**src/design/sgik_pkg.sv**
```systemverilog
`default_nettype none
package sgik_pkg;

    localparam int NUM_DIM_PORTS = 4;
    localparam int DEF_MAX_DIM = 4;
    localparam int DEF_BINOM_ROWS = 32;

    localparam int LEVEL_W = 3;
    localparam int INDEX_W = 6;
    localparam int DIGIT_W = 5;
    localparam int DIMS_W = 3;
    localparam int KEY_W = 40;
    localparam int SUM_W = 5;
    localparam int COEF_W = 16;
    localparam int TAB_ROWS = 32;
    localparam int TAB_COLS = 4;
    localparam int SA_W = 3;

    typedef logic [TAB_ROWS-1:0][TAB_COLS-1:0][COEF_W-1:0] t_binom_tab;

    typedef struct packed {
        logic [SA_W-1:0]   acc_shift;
        logic [COEF_W-1:0] operand;
        logic [SUM_W-1:0]  op_shift;
        logic              sub;
    } t_alu_op;

    function automatic t_binom_tab build_binom(input int rows);
        t_binom_tab tab;
        int n;
        int k;
        tab = '0;
        for (n = 0; n < TAB_ROWS; n++) begin
            tab[n][0] = COEF_W'(1);
            for (k = 1; k < TAB_COLS; k++) begin
                if (n > 0) begin
                    tab[n][k] = tab[n-1][k] + tab[n-1][k-1];
                end
            end
        end
        for (n = 0; n < TAB_ROWS; n++) begin
            if (n >= rows) begin
                tab[n] = '0;
            end
        end
        return tab;
    endfunction

endpackage
`default_nettype wire

```
**src/design/sparse_grid_index_key_top.sv**
```systemverilog
`default_nettype none
// channel | direction | handshake                 | payload
// cfg     | in        | i_cfg_valid / o_cfg_ready | i_cfg_dims
// in      | in        | i_in_valid / o_in_ready   | i_level_0..3, i_odd_index_0..3
// out     | out       | o_out_valid / i_out_ready | o_key
//
// the result is built for one request at a time on the single shared shift and add unit
// a new request can be accepted in the cycle after the result is taken
// synchronous active-low reset returns to idle and sets dims to 2
// a held result blocks new requests until taken; configuration is always accepted
module sparse_grid_index_key_top #(
    parameter int MAX_DIM = sgik_pkg::DEF_MAX_DIM,
    parameter int BINOM_ROWS = sgik_pkg::DEF_BINOM_ROWS
) (
    input  wire logic                          i_clk,
    input  wire logic                          i_rst_n,
    input  wire logic                          i_cfg_valid,
    output logic                               o_cfg_ready,
    input  wire logic [sgik_pkg::DIMS_W-1:0]   i_cfg_dims,
    input  wire logic                          i_in_valid,
    output logic                               o_in_ready,
    input  wire logic [sgik_pkg::LEVEL_W-1:0]  i_level_0,
    input  wire logic [sgik_pkg::LEVEL_W-1:0]  i_level_1,
    input  wire logic [sgik_pkg::LEVEL_W-1:0]  i_level_2,
    input  wire logic [sgik_pkg::LEVEL_W-1:0]  i_level_3,
    input  wire logic [sgik_pkg::INDEX_W-1:0]  i_odd_index_0,
    input  wire logic [sgik_pkg::INDEX_W-1:0]  i_odd_index_1,
    input  wire logic [sgik_pkg::INDEX_W-1:0]  i_odd_index_2,
    input  wire logic [sgik_pkg::INDEX_W-1:0]  i_odd_index_3,
    output logic                               o_out_valid,
    input  wire logic                          i_out_ready,
    output logic [sgik_pkg::KEY_W-1:0]         o_key
);
    import sgik_pkg::*;

    logic [DIMS_W-1:0]  r_dims;
    logic [LEVEL_W-1:0] lev [NUM_DIM_PORTS];
    logic [INDEX_W-1:0] idx [NUM_DIM_PORTS];

    assign o_cfg_ready = 1'b1;

    assign lev[0] = i_level_0;
    assign lev[1] = i_level_1;
    assign lev[2] = i_level_2;
    assign lev[3] = i_level_3;
    assign idx[0] = i_odd_index_0;
    assign idx[1] = i_odd_index_1;
    assign idx[2] = i_odd_index_2;
    assign idx[3] = i_odd_index_3;

    always_ff @(posedge i_clk) begin
        if (!i_rst_n) begin
            r_dims <= DIMS_W'(2);
        end else if (i_cfg_valid && o_cfg_ready) begin
            r_dims <= i_cfg_dims;
        end
    end

    sgik_seq #(
        .MAX_DIM    (MAX_DIM),
        .BINOM_ROWS (BINOM_ROWS)
    ) u_seq (
        .i_clk       (i_clk),
        .i_rst_n     (i_rst_n),
        .i_dims      (r_dims),
        .i_in_valid  (i_in_valid),
        .o_in_ready  (o_in_ready),
        .i_lev       (lev),
        .i_idx       (idx),
        .o_out_valid (o_out_valid),
        .i_out_ready (i_out_ready),
        .o_key       (o_key)
    );

endmodule
`default_nettype wire

```
**src/design/sgik_alu.sv**
```systemverilog
`default_nettype none
module sgik_alu (
    input  wire logic [sgik_pkg::KEY_W-1:0] i_acc,
    input  wire sgik_pkg::t_alu_op          i_op,
    output logic [sgik_pkg::KEY_W-1:0]      o_res
);
    import sgik_pkg::*;

    logic [KEY_W-1:0] acc_sh;
    logic [KEY_W-1:0] op_sh;

    always_comb begin
        acc_sh = i_acc << i_op.acc_shift;
        op_sh  = {{(KEY_W-COEF_W){1'b0}}, i_op.operand} << i_op.op_shift;
        if (i_op.sub) begin
            o_res = acc_sh - op_sh;
        end else begin
            o_res = acc_sh + op_sh;
        end
    end

endmodule
`default_nettype wire

```
**src/design/sgik_seq.sv**
```systemverilog
`default_nettype none
module sgik_seq #(
    parameter int MAX_DIM = sgik_pkg::DEF_MAX_DIM,
    parameter int BINOM_ROWS = sgik_pkg::DEF_BINOM_ROWS
) (
    input  wire logic                          i_clk,
    input  wire logic                          i_rst_n,
    input  wire logic [sgik_pkg::DIMS_W-1:0]   i_dims,
    input  wire logic                          i_in_valid,
    output logic                               o_in_ready,
    input  wire logic [sgik_pkg::LEVEL_W-1:0]  i_lev [sgik_pkg::NUM_DIM_PORTS],
    input  wire logic [sgik_pkg::INDEX_W-1:0]  i_idx [sgik_pkg::NUM_DIM_PORTS],
    output logic                               o_out_valid,
    input  wire logic                          i_out_ready,
    output logic [sgik_pkg::KEY_W-1:0]         o_key
);
    import sgik_pkg::*;

    localparam logic [2:0] ST_IDLE = 3'd0;
    localparam logic [2:0] ST_IND1 = 3'd1;
    localparam logic [2:0] ST_IND2A = 3'd2;
    localparam logic [2:0] ST_IND2B = 3'd3;
    localparam logic [2:0] ST_IND3 = 3'd4;
    localparam logic [2:0] ST_OUT = 3'd5;

    localparam t_binom_tab BINOM = build_binom(BINOM_ROWS);
    localparam logic [DIMS_W-1:0] MAX_D = DIMS_W'(MAX_DIM);

    logic [2:0]         r_state, n_state;
    logic [LEVEL_W-1:0] r_lev [NUM_DIM_PORTS];
    logic [DIGIT_W-1:0] r_dig [NUM_DIM_PORTS];
    logic [1:0]         r_dm1, n_dm1;
    logic [SUM_W-1:0]   r_sum, n_sum;
    logic [SUM_W-1:0]   r_run, n_run;
    logic [SUM_W-1:0]   r_s, n_s;
    logic [1:0]         r_t, n_t;
    logic [KEY_W-1:0]   r_acc, n_acc;

    logic [DIMS_W-1:0]  d_eff;
    logic [SUM_W-1:0]   run_new;
    logic [SUM_W-1:0]   tab_n;
    logic [1:0]         tab_k;
    logic [COEF_W-1:0]  coef;
    t_alu_op            alu_op;
    logic [KEY_W-1:0]   alu_res;
    logic               accept;

    sgik_alu u_alu (
        .i_acc (r_acc),
        .i_op  (alu_op),
        .o_res (alu_res)
    );

    assign accept      = i_in_valid && o_in_ready;
    assign o_in_ready  = (r_state == ST_IDLE);
    assign o_out_valid = (r_state == ST_OUT);
    assign o_key       = r_acc;

    always_comb begin
        if (i_dims == '0) begin
            d_eff = DIMS_W'(1);
        end else if (i_dims > MAX_D) begin
            d_eff = MAX_D;
        end else begin
            d_eff = i_dims;
        end
    end

    always_comb begin
        run_new = r_run + SUM_W'(r_lev[r_t]);
        case (r_state)
            ST_IND2A: begin
                tab_n = SUM_W'(r_t) + run_new;
                tab_k = r_t;
            end
            ST_IND2B: begin
                tab_n = SUM_W'(r_t) + r_run;
                tab_k = r_t;
            end
            default: begin
                tab_n = SUM_W'(r_dm1) + r_s;
                tab_k = r_dm1;
            end
        endcase
        coef = BINOM[tab_n][tab_k];
    end

    always_comb begin
        alu_op.acc_shift = '0;
        alu_op.operand   = coef;
        alu_op.op_shift  = r_sum;
        alu_op.sub       = 1'b0;
        case (r_state)
            ST_IND1: begin
                alu_op.acc_shift = r_lev[r_t];
                alu_op.operand   = {{(COEF_W-DIGIT_W){1'b0}}, r_dig[r_t]};
                alu_op.op_shift  = '0;
            end
            ST_IND2B: begin
                alu_op.sub = 1'b1;
            end
            ST_IND3: begin
                alu_op.op_shift = r_s;
            end
            default: begin
            end
        endcase
    end

    always_comb begin
        logic [SUM_W-1:0] lsum;
        lsum    = '0;
        n_state = r_state;
        n_dm1   = r_dm1;
        n_sum   = r_sum;
        n_run   = r_run;
        n_s     = r_s;
        n_t     = r_t;
        n_acc   = r_acc;
        case (r_state)
            ST_IDLE: begin
                for (int t = 0; t < NUM_DIM_PORTS; t++) begin
                    if (DIMS_W'(t) < d_eff) begin
                        lsum = lsum + SUM_W'(i_lev[t]);
                    end
                end
                if (accept) begin
                    n_dm1   = 2'(d_eff - DIMS_W'(1));
                    n_sum   = lsum;
                    n_acc   = '0;
                    n_t     = '0;
                    n_state = ST_IND1;
                end
            end
            ST_IND1: begin
                n_acc = alu_res;
                if (r_t == r_dm1) begin
                    if (r_dm1 == 2'd0) begin
                        n_s     = '0;
                        n_state = ST_IND3;
                    end else begin
                        n_t     = 2'd1;
                        n_run   = SUM_W'(r_lev[0]);
                        n_state = ST_IND2A;
                    end
                end else begin
                    n_t = r_t + 2'd1;
                end
            end
            ST_IND2A: begin
                n_acc   = alu_res;
                n_state = ST_IND2B;
            end
            ST_IND2B: begin
                n_acc = alu_res;
                n_run = run_new;
                if (r_t == r_dm1) begin
                    n_s     = '0;
                    n_state = ST_IND3;
                end else begin
                    n_t     = r_t + 2'd1;
                    n_state = ST_IND2A;
                end
            end
            ST_IND3: begin
                if (r_s == r_sum) begin
                    n_state = ST_OUT;
                end else begin
                    n_acc = alu_res;
                    n_s   = r_s + SUM_W'(1);
                end
            end
            ST_OUT: begin
                if (i_out_ready) begin
                    n_state = ST_IDLE;
                end
            end
            default: begin
                n_state = ST_IDLE;
            end
        endcase
    end

    always_ff @(posedge i_clk) begin
        if (!i_rst_n) begin
            r_state <= ST_IDLE;
        end else begin
            r_state <= n_state;
        end
        r_dm1 <= n_dm1;
        r_sum <= n_sum;
        r_run <= n_run;
        r_s   <= n_s;
        r_t   <= n_t;
        r_acc <= n_acc;
        if (accept) begin
            for (int t = 0; t < NUM_DIM_PORTS; t++) begin
                r_lev[t] <= i_lev[t];
                r_dig[t] <= (i_idx[t] == '0) ? '0 : DIGIT_W'((i_idx[t] - INDEX_W'(1)) >> 1);
            end
        end
    end

endmodule
`default_nettype wire

```
**config.mk**
```make
export PLATFORM = sky130hd
export DESIGN_NAME = sparse_grid_index_key_top
export DESIGN_NICKNAME = d
export VERILOG_FILES = /design/src/design/sgik_pkg.sv /design/src/design/sparse_grid_index_key_top.sv /design/src/design/sgik_alu.sv /design/src/design/sgik_seq.sv
export SDC_FILE = /design/constraint.sdc
export NUM_CORES = 1
export LEC_CHECK = 0
export BUFFER_PORTS_ARGS = -buffer_cell sky130_fd_sc_hd__buf_2
export CAP_MARGIN = 20
export CORE_MARGIN = 8
export CORE_UTILIZATION = 30
export DETAILED_ROUTE_END_ITERATION = 8
export SLEW_MARGIN = 40
export SYNTH_ARGS = -nofsm -noshare
export SYNTH_HDL_FRONTEND = slang
export SYNTH_SLANG_ARGS = --single-unit
```
**constraint.sdc**
```tcl
create_clock -name i_clk -period 8.8 [get_ports i_clk]
set_input_delay 0.44 -clock i_clk [delete_from_list [all_inputs] [get_ports i_clk]]
set_output_delay 0.44 -clock i_clk [all_outputs]
set_load 0.02 [all_outputs]
```
==> results of run 1 <==
-- stage by stage --
step | util (%) | setup slack (ns)
floorplan | - | 0.140
global placement | 35.4 | -0.0356
detailed placement | 35.5 | -0.194
CTS | 36.3 | 0.0349
global route | 37.0 | -0.0612
finish | 37.0 | 0.319
-- final cells by class --
cell class              count  area share (%)
flip-flops and latches     99            19.2
well taps                 532            4.42
repair buffers            264            12.0
clock buffers               9            1.50
clock inverters             7           0.714
multi-input cells        1247            60.8
inverters                  52            1.30
-- power groups by stage --
stage          Sequential (mW)  Clock, mW  Combinational, mW
2_1_floorplan            0.893          0               2.77
3_3_place_gp             0.828          0               4.42
3_5_place_dp             0.835          0               4.46
4_1_cts                  0.824      0.440               4.48
5_1_grt                  0.840      0.455               5.12
6_report                 0.825      0.430               4.66
-- flip-flops by register name, indices dropped and copies added (netlist names), named ones only --
register / cells
u_seq.r_dig: 20
u_seq.r_dm1: 2
u_seq.r_run: 5
u_seq.r_sum: 5
u_seq.r_lev: 12
u_seq.r_state: 3
u_seq.r_s: 5
u_seq.o_key: 40
r_dims: 3
u_seq.r_t: 2
-- cells in the mapped netlist, types with 42 or more instances --
master / number
sky130_fd_sc_hd__xnor2_1: 44
sky130_fd_sc_hd__nor3_1: 48
sky130_fd_sc_hd__nor2_1: 142
sky130_fd_sc_hd__o21ai_0: 89
sky130_fd_sc_hd__a21oi_1: 111
sky130_fd_sc_hd__edfxtp_1: 91
sky130_fd_sc_hd__nand2_1: 124
sky130_fd_sc_hd__mux2i_1: 84
sky130_fd_sc_hd__mux2_2: 42
sky130_fd_sc_hd__inv_1: 52
sky130_fd_sc_hd__a21o_1: 44
sky130_fd_sc_hd__ha_1: 69
sky130_fd_sc_hd__clkbuf_1: 54
-- how the worst max path moves through the flow --
| stage | endpoint | depth (start not counted) | slack, ns |
|---|---|---|---|
| floorplan | u_seq.o_key[38] | 38 | 0.14 |
| global placement | u_seq.o_key[39] | 38 | -0.04 |
| detailed placement | u_seq.o_key[39] | 38 | -0.19 |
| CTS | u_seq.o_key[39] | 38 | 0.03 |
| global route | u_seq.o_key[39] | 42 | -0.06 |
| finish | u_seq.o_key[39] | 38 | 0.32 |
-- cell families (layout without fill, tap and decap cells) --
kind of cell | count (synthesis) | count (layout) | share of synthesized area [%]
AND/OR/NAND/NOR | 495 | 495 | 19.8
AO/OA/AOI/OAI | 450 | 450 | 24.8
buffers and inverters | 138 | 332 | 4.59
multiplexers | 137 | 137 | 12.6
flip-flops | 99 | 99 | 23.5
XOR/XNOR | 87 | 87 | 6.47
adder cells (fa/ha/maj) | 77 | 77 | 8.22
other | 1 | 1 | 0.0304
-- routing by layer --
layer  vias up  track usage (%)  wire length, µm
met2       340             27.1            18600
met5         -                0                0
met4         0             4.40              826
li1       5949                -                -
met3        49             2.31             1970
met1      5789             21.7            18500
-- repair_timing --
action | in CTS | in global routing
cloned | 0 | 0
setup endpoints to repair | 8 | 24
pin swaps | 0 | 19
buffers inserted | 0 | 4
hold buffers | 0 | 0
gates resized for setup | 3 | 63
==> results.py, run 1 <==
metrics = {
    "run_status": {
        "outcome": "finished, final reports clean",
    },
    "synthesis": {
        "synth-edff-count": 91,
        "yosys-top-cells-area": "sky130_fd_sc_hd__edfxtp_1 (22%), sky130_fd_sc_hd__ha_1 (7.0%), sky130_fd_sc_hd__mux2i_1 (6.8%)",
        "synth_warnings": 0,
        "yosys.area.top_type_share_pct": 22.2,
        "synth.distinct_cells": 110,
        "most_area_hungry_cell_type_in_the_yosys_netlist": "sky130_fd_sc_hd__edfxtp_1",
        "postSynth.asyncResetShare_pct": 0,
        "post_synth_instance_area_um2": 12300,
        "synth_ff_type": "sky130_fd_sc_hd__edfxtp_1",
        "postSynthAreaPerCell_um2": 8.31,
        "syn_nets": 1604,
        "synth-seq-cells": 99,
        "yosysSeqAreaShare_pct": 23.5,
        "netlist_instances": 1484,
    },
    "timing": {
        "worstMarginPinSlew_ns": 0.839,
        "timing.slew.headroom_pct": 43.6,
        "timing.final.hold_violations": 0,
        "post-route-period-util_pct": 96.4,
        "max_freq_mhz": 118,
        "layout_min_cycle_time_ns": 8.48,
        "finalHoldWorstSlack_ns": 0.273,
        "timing.final.setup_violations": 0,
        "timing.setup.tns_ns": 0,
        "final_max_slew_viol_count": 0,
        "clock-skew-final_ns": 0.0120,
    },
    "global_routing": {
        "grt.overflow.total": 0,
        "maximum_number_of_pins_on_one_net_before_global_route_repair": 45,
        "initial_antenna_violation_count": 0,
        "first_global_vias": 11700,
        "gr-usage-all-layers_pct": 16.2,
        "grt_pass1_wl_um": 63400,
    },
    "worst_setup_path": {
        "path_buf_inv": 3,
        "critical_path.startpoint_type": "register",
        "timing.reg2reg.worst_path_depth": 38,
        "r2r-end": "u_seq.o_key[39]",
        "worst-endpoint-required_ns": 9.02,
        "setup.worst_path.start": "u_seq.r_lev[0][0]",
        "timing.critical_path.arrival_ns": 8.70,
        "critPathSlowestCell": "sky130_fd_sc_hd__fa_2",
        "critical_path.endpoint_type": "register",
        "flop_to_flop_setup_slack_ns": 0.32,
        "cp_max_fo": 8,
        "max_stage_delay_ns": 0.56,
        "setup.worst_path.class": "reg -> reg",
        "r2r_start": "u_seq.r_lev[0][0]",
        "critPathTopFamily": "compound AO/OA/AOI/OAI gates",
    },
    "placement": {
        "placed_cells": 2190,
        "finalWeightedCongestion": 0.900,
        "dp_hpwl_um": 32700,
        "dpl-instance-area_um2": 14400,
        "buffer_ports.inserted": 85,
    },
    "cts": {
        "cts_sinks": 99,
        "num_cts_buffers": 9,
        "tritoncts_clock_tree": "yes",
        "cts_htree_levels": 3,
        "clk-insertion-delay-late_ns": 0.38,
        "clock_tree.buffer_depth": 2,
        "cts_root_buffer": "sky130_fd_sc_hd__clkbuf_16",
        "cts.reportedPaths.clkPinSlew_ns": 0.07,
    },
    "floorplanning": {
        "floorplan.rows": 74,
        "placeableCoreArea_um2": 40700,
        "design.die.area_um2": 47800,
        "pin_count": 87,
        "initial_utilization_pct": 30.3,
        "die-height_um": 219,
        "die_span_x_um": 219,
    },
    "power_and_ir_drop": {
        "power_per_cell_area_nw_per_um2": 393,
        "clockPowerShare_pct": 7.3,
        "internal_power_component_mw": 3.02,
        "p_seq_share_pct": 13.9,
        "switching_power_mw": 2.89,
        "p_leak_nw": 6.71,
        "power.combinational.fraction_pct": 78.8,
        "power.switching_fraction_pct": 48.9,
        "power.ir.vdd_worst_v": 0.000196,
        "p_total_mw": 5.91,
    },
    "final_layout": {
        "n_antenna_cell": 0,
        "design_area_um2": 15100,
        "final_layout_size_suffix_gt1_share_pct": 25.2,
        "final_cell_mix": "sky130_fd_sc_hd__buf_4 (174), sky130_fd_sc_hd__nor2_1 (142), sky130_fd_sc_hd__nand2_1 (121), sky130_fd_sc_hd__a21oi_1 (108), sky130_fd_sc_hd__edfxtp_1 (91)",
        "n_fill_cell": 4179,
        "area.growth.synth_to_final_pct": 22.2,
        "ff_latch_area_um2": 2890,
        "post_layout_nonfiller_instances": 2210,
        "layout_commonest_cell": "sky130_fd_sc_hd__buf_4",
        "num-nets-final": 1793,
        "multi_input_area_um2": 9160,
    },
    "worst_hold_path": {
        "min_from": "i_level_2[0]",
        "worstHoldPathType": "in -> reg",
        "holdPathStages": 1,
        "worst_hold_path.endpoint": "u_seq.r_lev[2][0]",
    },
    "detailed_routing": {
        "dr_wl_cell_um": 18.1,
        "route.final.wire_length_um": 39900,
        "dr.pass1.iters": 5,
        "drt_first_iter_violations": 745,
        "ant_nets": 0,
        "detailroute.via_count": 12100,
        "ratio_of_routed_vias_to_standard_cells": 5.49,
        "drc": 0,
    },
    "run": {
        "drv_cap": 0,
    },
}
(Power assumes the default switching activity.)
==> run 2: changes to the inputs <==
--- a/config.mk
+++ b/config.mk
@@ -5,6 +5,7 @@
 export SDC_FILE = /design/constraint.sdc
 export NUM_CORES = 1
 export LEC_CHECK = 0
+export ABC_AREA = 1
 export BUFFER_PORTS_ARGS = -buffer_cell sky130_fd_sc_hd__buf_2
 export CAP_MARGIN = 20
 export CORE_MARGIN = 8
==> constraint.sdc (replaced) <==
create_clock -name i_clk -period 9.6 [get_ports i_clk]
set_input_delay 0.48 -clock i_clk [delete_from_list [all_inputs] [get_ports i_clk]]
set_output_delay 0.48 -clock i_clk [all_outputs]
set_load 0.02 [all_outputs]
==> run 2 against run 1 <==
Effect of this change:
- routed wire length is 12% lower
- synthesized cell count is 29% higher
- via count is 0.88% higher
- critical path depth is 9 higher
- largest cell class unchanged
- non-clock buffer count is 166 lower
- synthesized area is 1.8% lower
- first-iteration DRC count is 26% higher
- count of clock-buffer cells in the layout stayed put
- hold slack better by 0.050 ns
==> results.py, run 2 <==
metrics = {
    "cts": {
        "cts_root_buffer": "sky130_fd_sc_hd__clkbuf_16",
        "cts_hold_buf": 0,
        "cts_sinks": 99,
        "num_cts_buffers": 9,
        "tritoncts_clock_tree": "yes",
        "cts_htree_levels": 3,
        "clk-insertion-delay-late_ns": 0.37,
        "cts.reportedPaths.clkPinSlew_ns": 0.08,
        "clock_tree.buffer_depth": 2,
    },
    "timing": {
        "timing.setup.tns_ns": 0,
        "clock-skew-final_ns": 0.0152,
        "worstMarginPinSlew_ns": 0.880,
        "setup_slack_ns": 1.02,
        "final_max_slew_viol_count": 0,
        "grt_setup_unrepaired": "false",
        "max_freq_mhz": 117,
        "layout_min_cycle_time_ns": 8.58,
        "finalHoldWorstSlack_ns": 0.322,
        "timing.final.setup_violations": 0,
        "timing.final.hold_violations": 0,
        "post-route-period-util_pct": 89.4,
        "timing.slew.headroom_pct": 40.4,
    },
    "placement": {
        "dpl-instance-area_um2": 13000,
        "dp_slack_ns": 0.821,
        "finalWeightedCongestion": 0.917,
        "dp_hpwl_um": 28400,
        "buffer_ports.inserted": 85,
    },
    "global_routing": {
        "gr-usage-all-layers_pct": 14.7,
        "initial_antenna_violation_count": 0,
        "maximum_number_of_pins_on_one_net_before_global_route_repair": 76,
        "first_global_vias": 11800,
        "grt.overflow.total": 0,
        "grt_pass1_wl_um": 58200,
    },
    "worst_setup_path": {
        "worst-endpoint-required_ns": 9.73,
        "r2r-end": "u_seq.o_key[39]",
        "critPathSlowestCell": "sky130_fd_sc_hd__fa_1",
        "flop_to_flop_setup_slack_ns": 1.02,
        "timing.reg2reg.worst_path_depth": 47,
        "timing.critical_path.arrival_ns": 8.71,
        "critical_path.startpoint_type": "register",
        "critical_path.endpoint_type": "register",
        "cp_max_fo": 17,
        "path_common_cell": "sky130_fd_sc_hd__inv_1",
        "max_stage_delay_ns": 0.51,
        "setup.worst_path.class": "reg -> reg",
    },
    "synthesis": {
        "postSynth.asyncResetShare_pct": 0,
        "yosys.area.top_type_share_pct": 22.6,
        "postSynthAreaPerCell_um2": 6.34,
        "synth_warnings": 0,
        "post_synth_instance_area_um2": 12100,
        "synth.distinct_cells": 61,
        "most_area_hungry_cell_type_in_the_yosys_netlist": "sky130_fd_sc_hd__edfxtp_1",
        "synth-seq-cells": 99,
        "syn_nets": 2030,
        "yosysSeqAreaShare_pct": 23.9,
        "synth_ff_type": "sky130_fd_sc_hd__edfxtp_1",
        "yosys-top-cells-area": "sky130_fd_sc_hd__edfxtp_1 (23%), sky130_fd_sc_hd__nand2_1 (16%), sky130_fd_sc_hd__inv_1 (7.3%)",
        "netlist_instances": 1910,
        "synth-edff-count": 91,
        "yosysMostFrequentCell": "sky130_fd_sc_hd__nand2_1",
        "post_synth_most_frequent_cells": "sky130_fd_sc_hd__nand2_1 (510), sky130_fd_sc_hd__inv_1 (236), sky130_fd_sc_hd__nand3_1 (174), sky130_fd_sc_hd__o21ai_0 (174), sky130_fd_sc_hd__nor2_1 (164)",
    },
    "floorplanning": {
        "placeableCoreArea_um2": 39800,
        "design.die.area_um2": 47000,
        "floorplan.rows": 73,
        "initial_utilization_pct": 30.4,
        "die_span_x_um": 217,
        "die-height_um": 217,
        "pin_count": 87,
    },
    "detailed_routing": {
        "drc": 0,
        "ant_nets": 0,
        "dr_wl_cell_um": 14.2,
        "dr.pass1.iters": 9,
        "detailroute.via_count": 12200,
        "ratio_of_routed_vias_to_standard_cells": 4.94,
        "drt_first_iter_violations": 940,
        "route.final.wire_length_um": 35300,
    },
    "worst_hold_path": {
        "worstHoldPathType": "in -> reg",
        "min_from": "i_level_2[0]",
        "holdPathStages": 1,
        "worst_hold_path.endpoint": "u_seq.r_lev[2][0]",
    },
    "final_layout": {
        "num-nets-final": 2068,
        "final_layout_size_suffix_gt1_share_pct": 11.5,
        "largest_register_ffs": 40,
        "area.growth.synth_to_final_pct": 9.71,
        "layout_commonest_cell": "sky130_fd_sc_hd__nand2_1",
        "n_fill_cell": 4381,
        "design_area_um2": 13300,
        "final_cell_mix": "sky130_fd_sc_hd__nand2_1 (508), sky130_fd_sc_hd__inv_1 (236), sky130_fd_sc_hd__o21ai_0 (174), sky130_fd_sc_hd__nand3_1 (174), sky130_fd_sc_hd__nor2_1 (163)",
        "n_antenna_cell": 0,
    },
    "run": {
        "drv_cap": 0,
    },
    "run_status": {
        "outcome": "finished, final reports clean",
    },
}
[run 2: changes by cell type after synthesis, sizes merged, moves of 19 or more]
cell,change
mux2i,-82
nand2b,-25
mux2,-39
nor3,-37
a211oi,-19
xnor2,-28
nand2,+412
o21ai,+103
inv,+201
nor2,+43
a21o,-43
nand3,+154
[run 2: routing by layer]
layer / vias up / global-route usage, % / wire, µm
met3: 40 / 2.34 / 1810
met4: 0 / 4.04 / 801
met5: - / 0 / 0
met2: 334 / 24.6 / 16000
met1: 5458 / 19.4 / 16700
li1: 6402 / - / -
[run 2: what timing repair did]
item	4_1_cts	5_1_grt
endpoints found under the setup margin	0	4
buffers inserted	0	0
gates resized for setup	0	1
[run 2: worst max-delay path by stage]
stage,startpoint,end,slack [ns],depth (start not counted)
finish,register,u_seq.o_key[39],1.02,47
global route,register,u_seq.o_key[39],0.10,45
CTS,register,u_seq.o_key[39],0.81,47
detailed placement,register,u_seq.o_key[39],0.82,47
global placement,register,u_seq.o_key[38],1.12,52
floorplan,register,u_seq.o_key[38],2.20,51
[run 2: logic make-up after synthesis]
group                      after synthesis  share of synthesized area, %
DFF                                     99                          23.9
other                                    1                        0.0310
AOI/OAI and AO/OA                      380                          17.4
xor gates and xnor gates                43                          3.11
adders and majority gates               76                          8.29
buffers and inverters                  326                          10.8
muxes                                    7                         0.610
and+or+nand+nor                        978                          35.9
[run 2: per-stage QoR]
step                      utilization, %  std cells
after detailed placement            32.6       2462
after global routing                33.3       2478
after global placement              32.5       2461
final                               33.3       2478
after floorplan                        -       1910
after CTS                           33.3       2478
[run 2: area by class of cell]
type	count	area, µm²	area share (%)
multi-input combinational	1485	7930	59.7
sequential	99	2890	21.8
inverter	255	957	7.21
tap	525	657	4.95
timing repair buffer	98	531	4.00
clock buffer	9	225	1.70
clock inverter	7	83.8	0.631
[run 2: worst max-delay path: cells and delay by family (launching register included)]
family | cells | cell delay (ns)
AOI/OAI and AO/OA | 15 | 3.08
adders and majority gates | 6 | 2.08
and+or+nand+nor | 16 | 1.53
buffers and inverters | 9 | 0.95
DFF | 1 | 0.49
xor gates and xnor gates | 1 | 0.22
Power of run 2 is left out: the tool's default activity adds up to more than one toggle a clock period on the data nets, which glitch-free logic cannot reach.
==> run 3: changes to the inputs <==
--- a/config.mk
+++ b/config.mk
@@ -8,9 +8,12 @@
 export ABC_AREA = 1
 export BUFFER_PORTS_ARGS = -buffer_cell sky130_fd_sc_hd__buf_2
 export CAP_MARGIN = 20
+export CELL_PAD_IN_SITES_DETAIL_PLACEMENT = 0
+export CELL_PAD_IN_SITES_GLOBAL_PLACEMENT = 2
 export CORE_MARGIN = 8
 export CORE_UTILIZATION = 30
 export DETAILED_ROUTE_END_ITERATION = 8
+export PLACE_DENSITY_LB_ADDON = 0.1
 export SLEW_MARGIN = 40
 export SYNTH_ARGS = -nofsm -noshare
 export SYNTH_HDL_FRONTEND = slang
==> run 3 against run 2 <==
Effect of this change:
- via count up 0.49%
- worst setup slack worse by 0.051 ns
- fmax down 0.59%
- clock skew up 0.0032 ns
- critical path depth up 1
- final cell count up 0.16%
- hold slack worse by 0.032 ns
- flip-flop and latch count unchanged
- routed wire length up 18%
- sequential share of layout area down 0.12 points
- largest cell class unchanged
- non-clock buffer count up 4
- final area up 0.52%
==> results.py, run 3 (synthesis gave the netlist of run 2 again) <==
metrics = {
    "final_layout": {
        "n_antenna_cell": 0,
        "final_cell_mix": "sky130_fd_sc_hd__nand2_1 (509), sky130_fd_sc_hd__inv_1 (236), sky130_fd_sc_hd__o21ai_0 (174), sky130_fd_sc_hd__nand3_1 (174), sky130_fd_sc_hd__nor2_1 (162)",
        "final_core_util_pct": 33.5,
        "num-nets-final": 2072,
        "design_area_um2": 13300,
        "largest_register_ffs": 40,
        "area.growth.synth_to_final_pct": 10.3,
        "final_layout_size_suffix_gt1_share_pct": 11.9,
        "layout_commonest_cell": "sky130_fd_sc_hd__nand2_1",
    },
    "global_routing": {
        "first_global_vias": 12100,
        "initial_antenna_violation_count": 0,
        "grt_pass1_wl_um": 66500,
        "maximum_number_of_pins_on_one_net_before_global_route_repair": 76,
        "grt.overflow.total": 0,
        "gr-usage-all-layers_pct": 17.6,
    },
    "worst_setup_path": {
        "critical_path.endpoint_type": "register",
        "timing.critical_path.arrival_ns": 8.87,
        "cp_max_fo": 17,
        "critical_path.startpoint_type": "register",
        "path_common_cell": "sky130_fd_sc_hd__nand3_1",
        "setup.worst_path.class": "reg -> reg",
        "worst-endpoint-required_ns": 9.84,
        "critPathSlowestCell": "sky130_fd_sc_hd__fa_1",
        "max_stage_delay_ns": 0.54,
    },
    "cts": {
        "clock_tree.buffer_depth": 2,
        "clk-insertion-delay-late_ns": 0.40,
        "cts_setup_buffers": 0,
        "cts_sinks": 99,
        "cts_hold_buf": 0,
        "tritoncts_clock_tree": "yes",
        "cts.reportedPaths.clkPinSlew_ns": 0.08,
        "cts_resized": 0,
        "cts_root_buffer": "sky130_fd_sc_hd__clkbuf_16",
        "cts_htree_levels": 3,
        "num_cts_buffers": 9,
    },
    "timing": {
        "final_max_slew_viol_count": 0,
        "timing.setup.tns_ns": 0,
        "timing.final.setup_violations": 0,
        "timing.slew.headroom_pct": 50.3,
        "layout_min_cycle_time_ns": 8.63,
        "timing.final.hold_violations": 0,
        "grt_setup_unrepaired": "false",
        "worstMarginPinSlew_ns": 0.734,
        "max_freq_mhz": 116,
        "clock-skew-final_ns": 0.0184,
        "setup_slack_ns": 0.967,
        "post-route-period-util_pct": 89.9,
    },
    "run_status": {
        "outcome": "finished, final reports clean",
    },
    "detailed_routing": {
        "ant_nets": 0,
        "route.final.wire_length_um": 41700,
        "ratio_of_routed_vias_to_standard_cells": 4.95,
        "drt_first_iter_violations": 707,
        "detailroute.via_count": 12300,
        "dr_wl_cell_um": 16.8,
        "dr.pass1.iters": 7,
        "drc": 0,
    },
    "floorplanning": {
        "die_span_x_um": 217,
        "die-height_um": 217,
        "initial_utilization_pct": 30.4,
        "design.die.area_um2": 47000,
        "floorplan.rows": 73,
        "pin_count": 87,
        "placeableCoreArea_um2": 39800,
    },
    "placement": {
        "dp_hpwl_um": 33700,
        "dp_slack_ns": 0.623,
        "dpl-instance-area_um2": 13000,
        "finalWeightedCongestion": 0.853,
        "buffer_ports.inserted": 85,
    },
    "worst_hold_path": {
        "worstHoldPathType": "in -> reg",
    },
    "run": {
        "drv_cap": 0,
    },
}
==> run 3: cell type report <==
cell class / count / area (µm²)
Clock buffer: 9 / 225
Tap cell: 525 / 657
Fill cell: 4514 / 26500
Multi-Input combinational cell: 1485 / 7970
Inverter: 255 / 957
Timing Repair Buffer: 102 / 561
Sequential cell: 99 / 2890
Clock inverter: 7 / 88.8
==> run 3: worst max-delay path: cells and delay by family (launching register included) <==
family | cells | cell delay [ns]
simple gates | 23 | 2.71
compound gates | 13 | 2.35
fa+ha+maj | 5 | 2.07
buf+inv | 6 | 0.89
flops | 1 | 0.32
xor+xnor | 1 | 0.13
==> run 3: final timing paths <==
kind                                   start                end  slack (ns)  depth (start not counted)
worst max-delay path                register    u_seq.o_key[37]        0.97                         48
worst min-delay path            i_level_1[2]  u_seq.r_lev[1][2]        0.29                          1
worst max register to register      register    u_seq.o_key[37]        0.97                         48
worst min register to register     r_dims[1]          r_dims[1]        0.51                          2
==> run 3: stage by stage <==
stage | hold slack (ns) | cells
floorplan | 0.468 | 1910
CTS | 0.268 | 2482
finish | 0.290 | 2482
global route | 0.270 | 2482
global placement | 0.503 | 2465
detailed placement | 0.500 | 2466
==> run 3: routing by layer <==
metal	GRT usage, %	vias up	wire, µm
met5	0	-	0
li1	-	6414	-
met1	22.1	5643	19000
met4	3.61	0	646
met3	2.54	38	1170
met2	31.7	199	20900
Power of run 3 is left out for the same reason.
